`config.mk`:
```
export PLATFORM = sky130hd
export DESIGN_NAME = midi_byte_parser_transpose_flat
export DESIGN_NICKNAME = d
export VERILOG_FILES = /design/src/design/mbpt_pkg.sv /design/src/design/mbpt_ifs.sv /design/src/design/mbpt_ram.sv /design/src/design/mbpt_ctrl.sv /design/src/design/mbpt_dp.sv /design/src/design/midi_byte_parser_transpose.sv /design/src/flat_wrapper.sv
export SDC_FILE = /design/constraint.sdc
export NUM_CORES = 1
export LEC_CHECK = 0
export BUFFER_PORTS_ARGS = -buffer_cell sky130_fd_sc_hd__buf_2
export CORE_ASPECT_RATIO = 0.6
export CORE_UTILIZATION = 45
export CTS_CLUSTER_SIZE = 16
export DETAILED_ROUTE_END_ITERATION = 8
export MAX_ROUTING_LAYER = met4
export PLACE_DENSITY_LB_ADDON = 0.1
export SYNTH_ARGS = -nofsm -noshare
export SYNTH_HDL_FRONTEND = slang
export SYNTH_SLANG_ARGS = --single-unit
```
`constraint.sdc`:
```
create_clock -name i_clk -period 6.8 [get_ports i_clk]
set_input_delay 1.7 -clock i_clk [delete_from_list [all_inputs] [get_ports i_clk]]
set_output_delay 1.7 -clock i_clk [all_outputs]
set_load 0.02 [all_outputs]
```
`src/design/mbpt_pkg.sv`:
```
// Package for the MIDI byte parser with note transpose.
// Holds MIDI byte codes, message lengths, the controller state type and
// the command/status structs shared by the controller and the datapath.
`timescale 1ns / 1ps

package mbpt_pkg;

    localparam logic [7:0] C_SYSEX_START   = 8'hF0;
    localparam logic [7:0] C_SYSEX_END     = 8'hF7;
    localparam logic [7:0] C_ONE_BYTE_MIN  = 8'hF4;
    localparam logic [7:0] C_MTC_QUARTER   = 8'hF1;
    localparam logic [7:0] C_SONG_SELECT   = 8'hF3;
    localparam logic [3:0] C_NOTE_OFF_HI   = 4'h8;
    localparam logic [3:0] C_NOTE_ON_HI    = 4'h9;
    localparam logic [3:0] C_PROG_CHG_HI   = 4'hC;
    localparam logic [3:0] C_CHAN_PRESS_HI = 4'hD;
    localparam logic [7:0] C_TRANSPOSE_RST = 8'd64;
    localparam logic [9:0] C_NOTE_CENTER   = 10'd64;
    localparam logic [6:0] C_DATA_MAX      = 7'd127;

    localparam logic [1:0] LEN_NONE  = 2'd0;
    localparam logic [1:0] LEN_ONE   = 2'd1;
    localparam logic [1:0] LEN_TWO   = 2'd2;
    localparam logic [1:0] LEN_THREE = 2'd3;

    localparam logic K_SHORT = 1'b0;
    localparam logic K_SYSEX = 1'b1;

    localparam logic [1:0] IDX_NONE   = 2'd0;
    localparam logic [1:0] IDX_FIRST  = 2'd1;
    localparam logic [1:0] IDX_SECOND = 2'd2;

    typedef enum logic [4:0] {
        S_IDLE = 5'b00001,
        S_PROC = 5'b00010,
        S_RD   = 5'b00100,
        S_OUT  = 5'b01000,
        S_F7   = 5'b10000
    } t_state;

    typedef struct packed {
        logic latch_rx;
        logic commit;
        logic flush_start;
        logic rd_issue;
        logic load_sysex;
        logic load_f7;
    } t_cmd;

    typedef struct packed {
        logic start_flush;
        logic needs_emit;
        logic out_free;
        logic last_data;
    } t_stat;

    function automatic logic [1:0] f_msg_len(input logic [7:0] s);
        logic [1:0] len;
        if (s[7:4] == C_PROG_CHG_HI || s[7:4] == C_CHAN_PRESS_HI) begin
            len = LEN_TWO;
        end else if (s >= C_ONE_BYTE_MIN) begin
            len = LEN_ONE;
        end else if (s == C_MTC_QUARTER || s == C_SONG_SELECT) begin
            len = LEN_TWO;
        end else begin
            len = LEN_THREE;
        end
        return len;
    endfunction

endpackage

```
`src/design/mbpt_ifs.sv`:
```
// Request channel interfaces for the MIDI byte parser.
// Input channel carries one received byte, output channel one message result.
`timescale 1ns / 1ps

interface mbpt_in_if;
    logic       valid;
    logic       ready;
    logic [7:0] rx_byte;

    modport source (output valid, output rx_byte, input ready);
    modport sink   (input valid, input rx_byte, output ready);
endinterface

interface mbpt_out_if;
    logic       valid;
    logic       ready;
    logic       kind;
    logic [7:0] byte0;
    logic [6:0] byte1;
    logic [6:0] byte2;
    logic [1:0] msg_len;
    logic       last;

    modport source (output valid, output kind, output byte0, output byte1,
                    output byte2, output msg_len, output last, input ready);
    modport sink   (input valid, input kind, input byte0, input byte1,
                    input byte2, input msg_len, input last, output ready);
endinterface

```
`src/design/mbpt_ram.sv`:
```
// Generic single-write, single-read RAM with registered read data.
// No dependencies.
`timescale 1ns / 1ps

module mbpt_ram #(
    parameter  int WIDTH = 8,
    parameter  int DEPTH = 64,
    localparam int AW    = $clog2(DEPTH)
) (
    input  logic             i_clk,
    input  logic             i_wr_en,
    input  logic [AW-1:0]    i_wr_addr,
    input  logic [WIDTH-1:0] i_wr_data,
    input  logic             i_rd_en,
    input  logic [AW-1:0]    i_rd_addr,
    output logic [WIDTH-1:0] o_rd_data
);

    logic [WIDTH-1:0] r_mem [DEPTH];
    logic [WIDTH-1:0] r_rd_data;

    always_ff @(posedge i_clk) begin
        if (i_wr_en) begin
            r_mem[i_wr_addr] <= i_wr_data;
        end
        if (i_rd_en) begin
            r_rd_data <= r_mem[i_rd_addr];
        end
    end

    assign o_rd_data = r_rd_data;

endmodule

```
`src/design/mbpt_ctrl.sv`:
```
// Controller state machine for the MIDI byte parser.
// Depends on mbpt_pkg; drives datapath commands from datapath status.
`timescale 1ns / 1ps

module mbpt_ctrl
    import mbpt_pkg::*;
(
    input  logic  i_clk,
    input  logic  i_rst_n,
    input  logic  i_in_valid,
    input  t_stat i_stat,
    output logic  o_in_ready,
    output t_cmd  o_cmd
);

    t_state r_state;
    t_state n_state;

    always_comb begin
        n_state    = r_state;
        o_cmd      = '0;
        o_in_ready = 1'b0;
        unique case (r_state)
            S_IDLE: begin
                o_in_ready = 1'b1;
                if (i_in_valid) begin
                    o_cmd.latch_rx = 1'b1;
                    n_state        = S_PROC;
                end
            end
            S_PROC: begin
                if (i_stat.start_flush) begin
                    o_cmd.flush_start = 1'b1;
                    n_state           = S_RD;
                end else if (!i_stat.needs_emit || i_stat.out_free) begin
                    o_cmd.commit = 1'b1;
                    n_state      = S_IDLE;
                end
            end
            S_RD: begin
                o_cmd.rd_issue = 1'b1;
                n_state        = S_OUT;
            end
            S_OUT: begin
                if (i_stat.out_free) begin
                    o_cmd.load_sysex = 1'b1;
                    n_state          = i_stat.last_data ? S_F7 : S_RD;
                end
            end
            S_F7: begin
                if (i_stat.out_free) begin
                    o_cmd.load_f7 = 1'b1;
                    n_state       = S_IDLE;
                end
            end
            default: begin
                n_state = S_IDLE;
            end
        endcase
    end

    always_ff @(posedge i_clk) begin
        if (!i_rst_n) begin
            r_state <= S_IDLE;
        end else begin
            r_state <= n_state;
        end
    end

endmodule

```
`src/design/mbpt_dp.sv`:
```
// Datapath for the MIDI byte parser: message assembly, transpose clamp,
// sysex capture buffer and output register. Depends on mbpt_pkg, mbpt_ram.
`timescale 1ns / 1ps

module mbpt_dp
    import mbpt_pkg::*;
#(
    parameter  int SYSEX_DEPTH = 64,
    localparam int AW          = $clog2(SYSEX_DEPTH)
) (
    input  logic       i_clk,
    input  logic       i_rst_n,
    input  logic       i_cfg_wr_en,
    input  logic [7:0] i_cfg_wr_data,
    input  logic [7:0] i_rx_byte,
    input  logic       i_out_ready,
    input  t_cmd       i_cmd,
    output t_stat      o_stat,
    output logic       o_out_valid,
    output logic       o_kind,
    output logic [7:0] o_byte0,
    output logic [6:0] o_byte1,
    output logic [6:0] o_byte2,
    output logic [1:0] o_msg_len,
    output logic       o_last
);

    logic [7:0]    r_transpose, n_transpose;
    logic [7:0]    r_rx, n_rx;
    logic          r_in_sysex, n_in_sysex;
    logic [AW-1:0] r_sx_count, n_sx_count;
    logic [AW-1:0] r_rd_idx, n_rd_idx;
    logic [7:0]    r_pend_status, n_pend_status;
    logic [6:0]    r_pend_d1, n_pend_d1;
    logic [1:0]    r_byte_idx, n_byte_idx;
    logic [1:0]    r_exp_len, n_exp_len;

    logic          r_out_valid, n_out_valid;
    logic          r_kind, n_kind;
    logic [7:0]    r_byte0, n_byte0;
    logic [6:0]    r_byte1, n_byte1;
    logic [6:0]    r_byte2, n_byte2;
    logic [1:0]    r_msg_len, n_msg_len;
    logic          r_last, n_last;

    logic          w_is_status, w_is_f0, w_is_f7;
    logic [1:0]    w_len;
    logic          w_room;
    logic          w_needs_emit;
    logic [7:0]    w_st;
    logic [6:0]    w_d1_raw, w_d1, w_d2;
    logic [1:0]    w_emit_len;
    logic signed [9:0] w_note_sum;
    logic          w_out_free;

    logic          w_wr_en;
    logic [AW-1:0] w_wr_addr;
    logic [7:0]    w_rd_data;

    mbpt_ram #(
        .WIDTH (8),
        .DEPTH (SYSEX_DEPTH)
    ) u_sysex_ram (
        .i_clk     (i_clk),
        .i_wr_en   (w_wr_en),
        .i_wr_addr (w_wr_addr),
        .i_wr_data (r_rx),
        .i_rd_en   (i_cmd.rd_issue),
        .i_rd_addr (r_rd_idx),
        .o_rd_data (w_rd_data)
    );

    assign w_is_status = r_rx[7];
    assign w_is_f0     = (r_rx == C_SYSEX_START);
    assign w_is_f7     = (r_rx == C_SYSEX_END);
    assign w_len       = f_msg_len(r_rx);
    assign w_room      = (r_sx_count < AW'(SYSEX_DEPTH - 1));
    assign w_out_free  = !r_out_valid || i_out_ready;

    always_comb begin
        w_needs_emit = 1'b0;
        w_st         = r_pend_status;
        w_d1_raw     = r_rx[6:0];
        w_d2         = '0;
        w_emit_len   = LEN_TWO;
        if (!r_in_sysex && !w_is_f0) begin
            if (w_is_status) begin
                w_needs_emit = (w_len == LEN_ONE);
                w_st         = r_rx;
                w_d1_raw     = '0;
                w_emit_len   = LEN_ONE;
            end else if (r_byte_idx == IDX_FIRST) begin
                w_needs_emit = (r_exp_len <= LEN_TWO);
            end else if (r_byte_idx == IDX_SECOND) begin
                w_needs_emit = 1'b1;
                w_d1_raw     = r_pend_d1;
                w_d2         = r_rx[6:0];
                w_emit_len   = LEN_THREE;
            end
        end
    end

    assign w_note_sum = 10'({3'b000, w_d1_raw}) + 10'({2'b00, r_transpose}) - C_NOTE_CENTER;

    always_comb begin
        w_d1 = w_d1_raw;
        if (w_st[7:4] == C_NOTE_OFF_HI || w_st[7:4] == C_NOTE_ON_HI) begin
            if (w_note_sum[9]) begin
                w_d1 = '0;
            end else if (|w_note_sum[8:7]) begin
                w_d1 = C_DATA_MAX;
            end else begin
                w_d1 = w_note_sum[6:0];
            end
        end
    end

    always_comb begin
        w_wr_en   = 1'b0;
        w_wr_addr = '0;
        if (i_cmd.commit) begin
            if (r_in_sysex) begin
                w_wr_en   = w_room;
                w_wr_addr = r_sx_count;
            end else begin
                w_wr_en = w_is_f0;
            end
        end
    end

    assign o_stat.start_flush = r_in_sysex && w_is_f7;
    assign o_stat.needs_emit  = w_needs_emit;
    assign o_stat.out_free    = w_out_free;
    assign o_stat.last_data   = ((r_rd_idx + AW'(1)) == r_sx_count);

    always_comb begin
        n_transpose   = i_cfg_wr_en ? i_cfg_wr_data : r_transpose;
        n_rx          = i_cmd.latch_rx ? i_rx_byte : r_rx;
        n_in_sysex    = r_in_sysex;
        n_sx_count    = r_sx_count;
        n_rd_idx      = r_rd_idx;
        n_pend_status = r_pend_status;
        n_pend_d1     = r_pend_d1;
        n_byte_idx    = r_byte_idx;
        n_exp_len     = r_exp_len;
        n_out_valid   = r_out_valid && !i_out_ready;
        n_kind        = r_kind;
        n_byte0       = r_byte0;
        n_byte1       = r_byte1;
        n_byte2       = r_byte2;
        n_msg_len     = r_msg_len;
        n_last        = r_last;

        if (i_cmd.commit) begin
            if (r_in_sysex) begin
                if (w_room) begin
                    n_sx_count = r_sx_count + AW'(1);
                end
            end else if (w_is_f0) begin
                n_in_sysex = 1'b1;
                n_sx_count = AW'(1);
            end else if (w_is_status) begin
                n_pend_status = r_rx;
                n_exp_len     = w_len;
                n_byte_idx    = (w_len == LEN_ONE) ? IDX_NONE : IDX_FIRST;
            end else if (r_byte_idx == IDX_FIRST) begin
                n_pend_d1  = r_rx[6:0];
                n_byte_idx = (r_exp_len <= LEN_TWO) ? IDX_NONE : IDX_SECOND;
            end else begin
                n_byte_idx = IDX_NONE;
            end
            if (w_needs_emit) begin
                n_out_valid = 1'b1;
                n_kind      = K_SHORT;
                n_byte0     = w_st;
                n_byte1     = w_d1;
                n_byte2     = w_d2;
                n_msg_len   = w_emit_len;
                n_last      = 1'b1;
            end
        end

        if (i_cmd.flush_start) begin
            n_rd_idx = '0;
        end

        if (i_cmd.load_sysex) begin
            n_rd_idx    = r_rd_idx + AW'(1);
            n_out_valid = 1'b1;
            n_kind      = K_SYSEX;
            n_byte0     = w_rd_data;
            n_byte1     = '0;
            n_byte2     = '0;
            n_msg_len   = LEN_ONE;
            n_last      = 1'b0;
        end

        if (i_cmd.load_f7) begin
            n_in_sysex  = 1'b0;
            n_sx_count  = '0;
            n_out_valid = 1'b1;
            n_kind      = K_SYSEX;
            n_byte0     = C_SYSEX_END;
            n_byte1     = '0;
            n_byte2     = '0;
            n_msg_len   = LEN_ONE;
            n_last      = 1'b1;
        end
    end

    always_ff @(posedge i_clk) begin
        if (!i_rst_n) begin
            r_transpose   <= C_TRANSPOSE_RST;
            r_in_sysex    <= 1'b0;
            r_sx_count    <= '0;
            r_rd_idx      <= '0;
            r_pend_status <= '0;
            r_pend_d1     <= '0;
            r_byte_idx    <= IDX_NONE;
            r_exp_len     <= LEN_NONE;
            r_out_valid   <= 1'b0;
        end else begin
            r_transpose   <= n_transpose;
            r_in_sysex    <= n_in_sysex;
            r_sx_count    <= n_sx_count;
            r_rd_idx      <= n_rd_idx;
            r_pend_status <= n_pend_status;
            r_pend_d1     <= n_pend_d1;
            r_byte_idx    <= n_byte_idx;
            r_exp_len     <= n_exp_len;
            r_out_valid   <= n_out_valid;
        end
    end

    always_ff @(posedge i_clk) begin
        r_rx      <= n_rx;
        r_kind    <= n_kind;
        r_byte0   <= n_byte0;
        r_byte1   <= n_byte1;
        r_byte2   <= n_byte2;
        r_msg_len <= n_msg_len;
        r_last    <= n_last;
    end

    assign o_out_valid = r_out_valid;
    assign o_kind      = r_kind;
    assign o_byte0     = r_byte0;
    assign o_byte1     = r_byte1;
    assign o_byte2     = r_byte2;
    assign o_msg_len   = r_msg_len;
    assign o_last      = r_last;

endmodule

```
`src/design/midi_byte_parser_transpose.sv`:
```
// Channel       | Dir | Payload                                   | Handshake
// i_rx          | in  | rx_byte[7:0]                              | valid/ready
// o_msg         | out | kind, byte0[7:0], byte1, byte2, len, last | valid/ready
// i_cfg_wr_*    | in  | transpose[7:0]                            | write enable
//
// A byte is accepted, then processed; a byte that completes a
// message also waits for the output register to be free.
// A closing F7 reads each captured byte from the registered capture RAM
// port and loads it once the output register is free, then loads the F7.
// Reset is synchronous, active low; the capture RAM needs no clearing pass.
// Depends on mbpt_pkg, mbpt_ifs, mbpt_ctrl, mbpt_dp, mbpt_ram.
`timescale 1ns / 1ps

module midi_byte_parser_transpose
    import mbpt_pkg::*;
#(
    parameter int SYSEX_DEPTH = 64
) (
    input  logic       i_clk,
    input  logic       i_rst_n,
    input  logic       i_cfg_wr_en,
    input  logic [7:0] i_cfg_wr_data,
    mbpt_in_if.sink    i_rx,
    mbpt_out_if.source o_msg
);

    t_cmd  w_cmd;
    t_stat w_stat;

    mbpt_ctrl u_ctrl (
        .i_clk      (i_clk),
        .i_rst_n    (i_rst_n),
        .i_in_valid (i_rx.valid),
        .i_stat     (w_stat),
        .o_in_ready (i_rx.ready),
        .o_cmd      (w_cmd)
    );

    mbpt_dp #(
        .SYSEX_DEPTH (SYSEX_DEPTH)
    ) u_dp (
        .i_clk         (i_clk),
        .i_rst_n       (i_rst_n),
        .i_cfg_wr_en   (i_cfg_wr_en),
        .i_cfg_wr_data (i_cfg_wr_data),
        .i_rx_byte     (i_rx.rx_byte),
        .i_out_ready   (o_msg.ready),
        .i_cmd         (w_cmd),
        .o_stat        (w_stat),
        .o_out_valid   (o_msg.valid),
        .o_kind        (o_msg.kind),
        .o_byte0       (o_msg.byte0),
        .o_byte1       (o_msg.byte1),
        .o_byte2       (o_msg.byte2),
        .o_msg_len     (o_msg.msg_len),
        .o_last        (o_msg.last)
    );

endmodule

```
`src/flat_wrapper.sv`:
```
// flat-port wrapper written by rule: the top's interface ports become plain ports
module midi_byte_parser_transpose_flat import mbpt_pkg::*;
#(
    parameter int SYSEX_DEPTH = 64
)
  (i_clk, i_rst_n, i_cfg_wr_en, i_cfg_wr_data, i_rx_valid, i_rx_rx_byte, i_rx_ready, o_msg_valid, o_msg_kind, o_msg_byte0, o_msg_byte1, o_msg_byte2, o_msg_msg_len, o_msg_last, o_msg_ready);
  mbpt_in_if i_rx_i ();
  mbpt_out_if o_msg_i ();
  input  logic i_clk;
  input  logic i_rst_n;
  input  logic i_cfg_wr_en;
  input  logic [7:0] i_cfg_wr_data;
  input wire logic [$bits(i_rx_i.valid)-1:0] i_rx_valid;
  input wire logic [$bits(i_rx_i.rx_byte)-1:0] i_rx_rx_byte;
  output wire logic [$bits(i_rx_i.ready)-1:0] i_rx_ready;
  output wire logic [$bits(o_msg_i.valid)-1:0] o_msg_valid;
  output wire logic [$bits(o_msg_i.kind)-1:0] o_msg_kind;
  output wire logic [$bits(o_msg_i.byte0)-1:0] o_msg_byte0;
  output wire logic [$bits(o_msg_i.byte1)-1:0] o_msg_byte1;
  output wire logic [$bits(o_msg_i.byte2)-1:0] o_msg_byte2;
  output wire logic [$bits(o_msg_i.msg_len)-1:0] o_msg_msg_len;
  output wire logic [$bits(o_msg_i.last)-1:0] o_msg_last;
  input wire logic [$bits(o_msg_i.ready)-1:0] o_msg_ready;
  assign i_rx_i.valid = i_rx_valid;
  assign i_rx_i.rx_byte = i_rx_rx_byte;
  assign i_rx_ready = i_rx_i.ready;
  assign o_msg_valid = o_msg_i.valid;
  assign o_msg_kind = o_msg_i.kind;
  assign o_msg_byte0 = o_msg_i.byte0;
  assign o_msg_byte1 = o_msg_i.byte1;
  assign o_msg_byte2 = o_msg_i.byte2;
  assign o_msg_msg_len = o_msg_i.msg_len;
  assign o_msg_last = o_msg_i.last;
  assign o_msg_i.ready = o_msg_ready;
  midi_byte_parser_transpose #(.SYSEX_DEPTH(SYSEX_DEPTH)) u_core (.i_clk(i_clk), .i_rst_n(i_rst_n), .i_cfg_wr_en(i_cfg_wr_en), .i_cfg_wr_data(i_cfg_wr_data), .i_rx(i_rx_i), .o_msg(o_msg_i));
endmodule
```
* Yosys cells after proc, flatten, opt, wreduce, memory -nomap -nowiden
Memory sizes are Yosys's and may differ from the RTL's. A register that Yosys moved wholly into a read port is not among the register bits.
Cells that the tools add are included.
** Storage, ports and cells
- Register bits after elaboration :: 80
- RAM bits :: 512
- Input bits :: 21
- Output and inout port bits :: 28
- Logic and storage cells :: 147
- Memories :: 1
** Cells by class
- Add/subtract/negate cells :: 4
- Magnitude comparators :: 3
- Eq/ne operators :: 22
- Mux-type cells :: 69
- Bitwise operators :: 4
- Reduce and logical (&&, ||, !) cells :: 27
** Memory list
- u_core.u_dp.u_sysex_ram.r_mem :: words 64, width 8, read ports 1, clocked after Yosys merged registers in 1, wr ports 1, line mbpt_ram.sv:19 : logic [WIDTH-1:0] r_mem [DEPTH];
** Operators by type and width (count)
- 2-to-1 mux 7 bit :: 11
- 2-to-1 mux 6 bit :: 7
- 2-to-1 mux 8 bit :: 5
- equality test 8 bit, second input constant :: 4
- 2-to-1 mux 1 bit :: 31
- 2-to-1 mux 5 bit :: 6
- case mux 5 bit (5 select lines) :: 1
- equality test 4 bit, second input constant :: 4
- 2-to-1 mux 2 bit :: 8
- adder 6 x 1 -> 6 bit, second input constant :: 2
- subtractor 9 x 7 -> 10 bit, second input constant :: 1
- adder 7 x 8 -> 9 bit :: 1
- >= comparator 8 bit, second input constant :: 1
- AND reduction 4 bit :: 2
- nonzero test 2 bit :: 4
- equality test 6 bit :: 1
- < comparator 6 bit, second input constant :: 1
- inequality test 2 bit, second input constant :: 3
- AND reduction 3 bit :: 2
- OR reduction 2 bit :: 3
- equality test 5 x 1 -> 1 bit, second input constant :: 1
- equality test 5 x 2 -> 1 bit, second input constant :: 1
- equality test 5 x 3 -> 1 bit, second input constant :: 1
- equality test 5 x 4 -> 1 bit, second input constant :: 1
- 12 further kinds :: 27

* Logic depth before layout (Yosys ltp)
- Depth after elaboration :: 16
- Gate-level depth with buffers :: 14
- Depth with buffers taken out :: 13

* Hierarchy
Synthesis repeated with hierarchy kept, for this count alone.
** Unflattened totals
- Cells, all modules :: 1435
- Area, all modules :: 24497.2 µm²
** By module, submodules not included
- mbpt_ram :: instances 1, cells each 940, area each 20246.9 µm², seq. area each 15615.0 µm²
- mbpt_dp :: instances 1, cells each 453, area each 3905.0 µm², seq. area each 1581.5 µm²
- mbpt_ctrl :: instances 1, cells each 42, area each 345.3 µm², seq. area each 100.1 µm²

* Worst setup path after synthesis
OpenSTA, ideal clock, no wires.
- Path kind :: reg-to-reg
- From :: register u_core.u_dp.r_rx[7]
- To :: register u_core.u_dp.r_byte1[3] (netlist: u_core.u_dp.o_byte1[3])
- Setup time :: 0.126 ns
- Data arrival time :: 4.015 ns
- Data required time :: 6.674 ns
- Setup slack :: 2.659 ns
- Cell stages (with the launch flop) :: 12
- Path buffers :: 0
- Period minus slack after synthesis :: 4.141 ns
- Path through :: edfxtp_1 o21ai_0 or2_2 a22o_1 ha_1 ha_1 a21oi_1 nor2b_1 or4b_2 nand3_4 nand2b_4 o211ai_1
** On the way
- Longest elaborated chain between the ends :: 14
- Elaborated cells on any way between the ends :: 37
- Classes of those cells :: add/sub: 2; order compare: 1; eq/ne: 9; mux: 15; reduce/logical: 10
** Ends and longest elaborated chain
- start: declaration :: line mbpt_dp.sv:29 : logic [7:0] r_rx, n_rx;
- start signal: assignment :: line mbpt_dp.sv:236 : r_rx <= n_rx;
- branches (longest 14 deep; another with subtractor 9 x 7 -> 10 bit)
- end signal: assignment :: line mbpt_dp.sv:239 : r_byte1 <= n_byte1;
- end: declaration :: line mbpt_dp.sv:41 : logic [6:0] r_byte1, n_byte1;
Parallel ways; which one is timed is not known.
A chain may end at the register's enable or synchronous reset.

* Final worst setup path
- From :: register u_core.u_dp.r_rx[7]
- To :: register u_core.u_dp.r_byte1[4] (netlist: u_core.u_dp.o_byte1[4])
Same word-level chain as after synthesis.

==> results.json <==
{
  "cts_tree": "yes",
  "utilization": 0.5105,
  "grt_max_degree": 80,
  "core_mm2": 0.05303,
  "chipWidth_um": 302.5,
  "rr_endpoint": "u_core.u_dp.o_byte1[4]",
  "layout_setup_ws_ps": 2575,
  "required_ps": 7310,
  "p_leak_nw": 8.408,
  "synth_fp_nets": 1473,
  "cts_buffers": 54,
  "routed_wl_mm": 58.84,
  "min_period_ps": 4225,
  "worstMarginPinSlew_ps": 1355,
  "dieHeight_um": 182.3,
  "busiest_layer": "met1",
  "min_from": "u_core.u_dp.o_kind",
  "postCtsSetupRepairBufs": 0,
  "drc_errors": 0,
  "min_period_over_period": 0.6213,
  "hold_violations": 0,
  "totalPowerFinal_mw": 7.920,
  "holdWs_ps": 447.2,
  "clock_latency_ps": 600,
  "nets": 1519,
  "syn_to_final_growth_pct": 11.02,
  "maxSlewHeadroom": 0.08966,
  "route.vias.total": 13217,
  "irDropWorstVdd_uv": 203.2,
  "ios": 49,
  "dp_hpwl_mm": 36.79,
  "fillers": 4325,
  "port_buffers": 48,
  "ys_ff_latch": 600,
  "clkTransAtPathRegs_ps": 60,
  "cts_root_buf": "clkbuf_16",
  "routed_via_density": 5.935,
  "cts.hold.buffers_added": 0,
  "synth_cell_types": 74,
  "met2_usage": 0.2967,
  "ant_nets": 0,
  "die-area_mm2": 0.05515,
  "setup_viol": 0,
  "synth.largest_area_cell": "edfxtp_1",
  "avgSynthCellArea_um2": 17.00,
  "layout-drive-gt1-share": 0.1975,
  "synthTopCellsByArea": "edfxtp_1 65%, mux4_2 11%, dfxtp_1 5.9%",
  "start_util": 0.4598,
  "endpoint_kind": "flop",
  "grtUsageMet1": 0.3614,
  "n_antenna_cell": 0,
  "grt-ovfl-total": 0,
  "synthCells": 1434,
  "cts.path.max_buffers": 3,
  "netlist_area_mm2": 0.02438,
  "yosysMostFrequentCell": "edfxtp_1",
  "maxCapViolCount": 0,
  "final_cells": 2227,
  "clkSinkCount": 600,
  "status": "finished, final reports clean",
  "grt_use_total": 0.2242,
  "hold_depth": 2,
  "max_freq_mhz": 236.7,
  "placed_area_mm2": 0.02534,
  "synth_async_sr_flop_share": 0,
  "grt_pass1_vias": 13010,
  "maxSlewViolCount": 0,
  "p_per_area_mw_per_mm2": 292.6,
  "synth.top_cell.area_share": 0.6502,
  "reg2reg_slack_ps": 2580,
  "rsz0062_at_grt": "no",
  "drtIter0Drc": 1336,
  "synth.yosys.seq_area_share": 0.7094,
  "r2r-start": "u_core.u_dp.r_rx[7]",
  "htreeDepth": 2,
  "fin_area_mm2": 0.02707,
  "grtUsageMet3": 0.04274,
  "antenna_found_initial": 0,
  "crit_type": "flop to flop",
  "whs_endpoint": "u_core.u_dp.o_kind",
  "synthTopCellsByCount": "528 x edfxtp_1, 122 x mux4_2, 101 x nor2_1",
  "hold_path_class": "flop to flop",
  "path_max_fanout": 79,
  "num_rows": 65,
  "setup-tns-final_ps": 0,
  "cp-start-kind": "flop",
  "pre_cts_ws_ps": 2614,
  "dp_cells": 2127,
  "synthFlopType": "edfxtp_1",
  "crit_arrival_ps": 4740,
  "synth-edff-count": 528,
  "first_pass_iters": 5,
  "ys.warnings.count": 0,
  "ctsResizeCount": 0,
  "wl_per_cell_um": 26.42,
  "rr_worst_depth": 12,
  "grt_pass1_wl_mm": 88.06,
  "routabilityCongestion": 0.8304,
  "clock_skew_ps": 20.06
}
-- worst max-delay path by stage --
| stage | from | to | slack [ps] | depth (start not counted) |
|---|---|---|---|---|
| floorplan | u_core.u_dp.r_rx[7] | u_core.u_dp.o_byte1[3] | 2660 | 11 |
| global placement | u_core.u_dp.r_rx[7] | u_core.u_dp.o_byte1[2] | 2720 | 12 |
| finish | u_core.u_dp.r_rx[7] | u_core.u_dp.o_byte1[4] | 2580 | 12 |
| CTS | u_core.u_dp.r_rx[7] | u_core.u_dp.o_byte1[4] | 2580 | 12 |
| global route | u_core.u_dp.r_rx[7] | u_core.u_dp.o_byte1[6] | 2260 | 12 |
| detailed placement | u_core.u_dp.r_rx[7] | u_core.u_dp.o_byte1[4] | 2610 | 12 |
-- power by group --
| part | internal, mW | switching (mW) | leakage, nW |
|---|---|---|---|
| Combinational | 0.164 | 0.449 | 2.22 |
| Clock | 1.70 | 1.33 | 0.850 |
| Sequential | 4.21 | 0.0637 | 5.34 |
| Total | 6.07 | 1.85 | 8.41 |
-- cells in the final DEF (no fill, tap or decap), types with 7 or more instances in the layout --
master / synthesis / layout
nand4_1: 9 / 9
o211ai_1: 16 / 16
nand2_1: 70 / 70
inv_1: 14 / 14
a21oi_1: 48 / 48
nor2b_1: 19 / 19
o2111ai_1: 7 / 7
nand3_1: 44 / 44
o21ai_0: 36 / 36
o21a_1: 8 / 8
nand2b_1: 12 / 12
xnor2_1: 9 / 9
nor3_1: 11 / 11
a22oi_1: 38 / 38
edfxtp_1: 528 / 528
ha_1: 17 / 17
nor2_1: 101 / 101
o311ai_0: 7 / 7
clkbuf_16: 0 / 55
a22o_1: 7 / 7
and2_1: 7 / 7
clkinv_1: 0 / 14
buf_4: 5 / 23
mux2i_1: 30 / 30
dfxtp_1: 72 / 69
o22ai_1: 9 / 9
clkinv_2: 0 / 9
nand3b_1: 7 / 7
o21ai_1: 8 / 8
mux4_2: 122 / 122
clkbuf_1: 38 / 13
buf_2: 30 / 48
or3_1: 7 / 7
mux2_2: 11 / 11
-- worst max-delay path, stage by stage, from the launching register on --
cell	delay (ps)
edfxtp_1	320
buf_4	670
o21ai_0	410
or2_2	420
a22o_1	210
ha_1	290
ha_1	380
a21oi_1	90
o22ai_1	220
mux2_2	360
o22ai_1	430
nor2_1	120
o211ai_1	180
-- sequential cells by signal (all words and copies together), names as in the netlist, 6 cells and up --
signal	count
u_core.u_dp.u_sysex_ram.o_rd_data	8
u_core.u_dp.u_sysex_ram.r_mem	512
u_core.u_dp.o_byte2	7
u_core.u_dp.r_pend_status	8
u_core.u_dp.r_rx	8
u_core.u_dp.r_sx_count	6
u_core.u_dp.r_transpose	8
u_core.u_dp.o_byte0	8
u_core.u_dp.r_pend_d1	7
u_core.u_dp.r_rd_idx	6
u_core.u_dp.o_byte1	7
-- logic make-up after synthesis --
| family | Yosys count | share of synthesized area |
|---|---|---|
| DFF | 600 | 0.7094 |
| and+or+nand+nor | 327 | 0.06891 |
| AOI/OAI and AO/OA | 214 | 0.05850 |
| muxes | 163 | 0.1301 |
| buffers and inverters | 97 | 0.01822 |
| adders and majority gates | 18 | 0.009544 |
| xor gates and xnor gates | 15 | 0.005388 |
-- layout make-up --
class / count / area, um^2 / area share
sequential: 600 / 17310 / 0.6393
tap: 703 / 879.6 / 0.03249
clock inverter: 30 / 276.5 / 0.01021
inverter: 14 / 52.55 / 0.001941
multi-input combinational: 737 / 6651 / 0.2457
clock buffer: 70 / 1453 / 0.05366
timing repair buffer: 73 / 452.9 / 0.01673
-- per-layer routing --
metal / wire [um] / vias up
met5: 0 / -
met4: 777 / 0
met3: 4491 / 67
met2: 24240 / 479
met1: 29330 / 6831
li1: - / 5840
No activity file was read; power rests on OpenSTA's default activity.
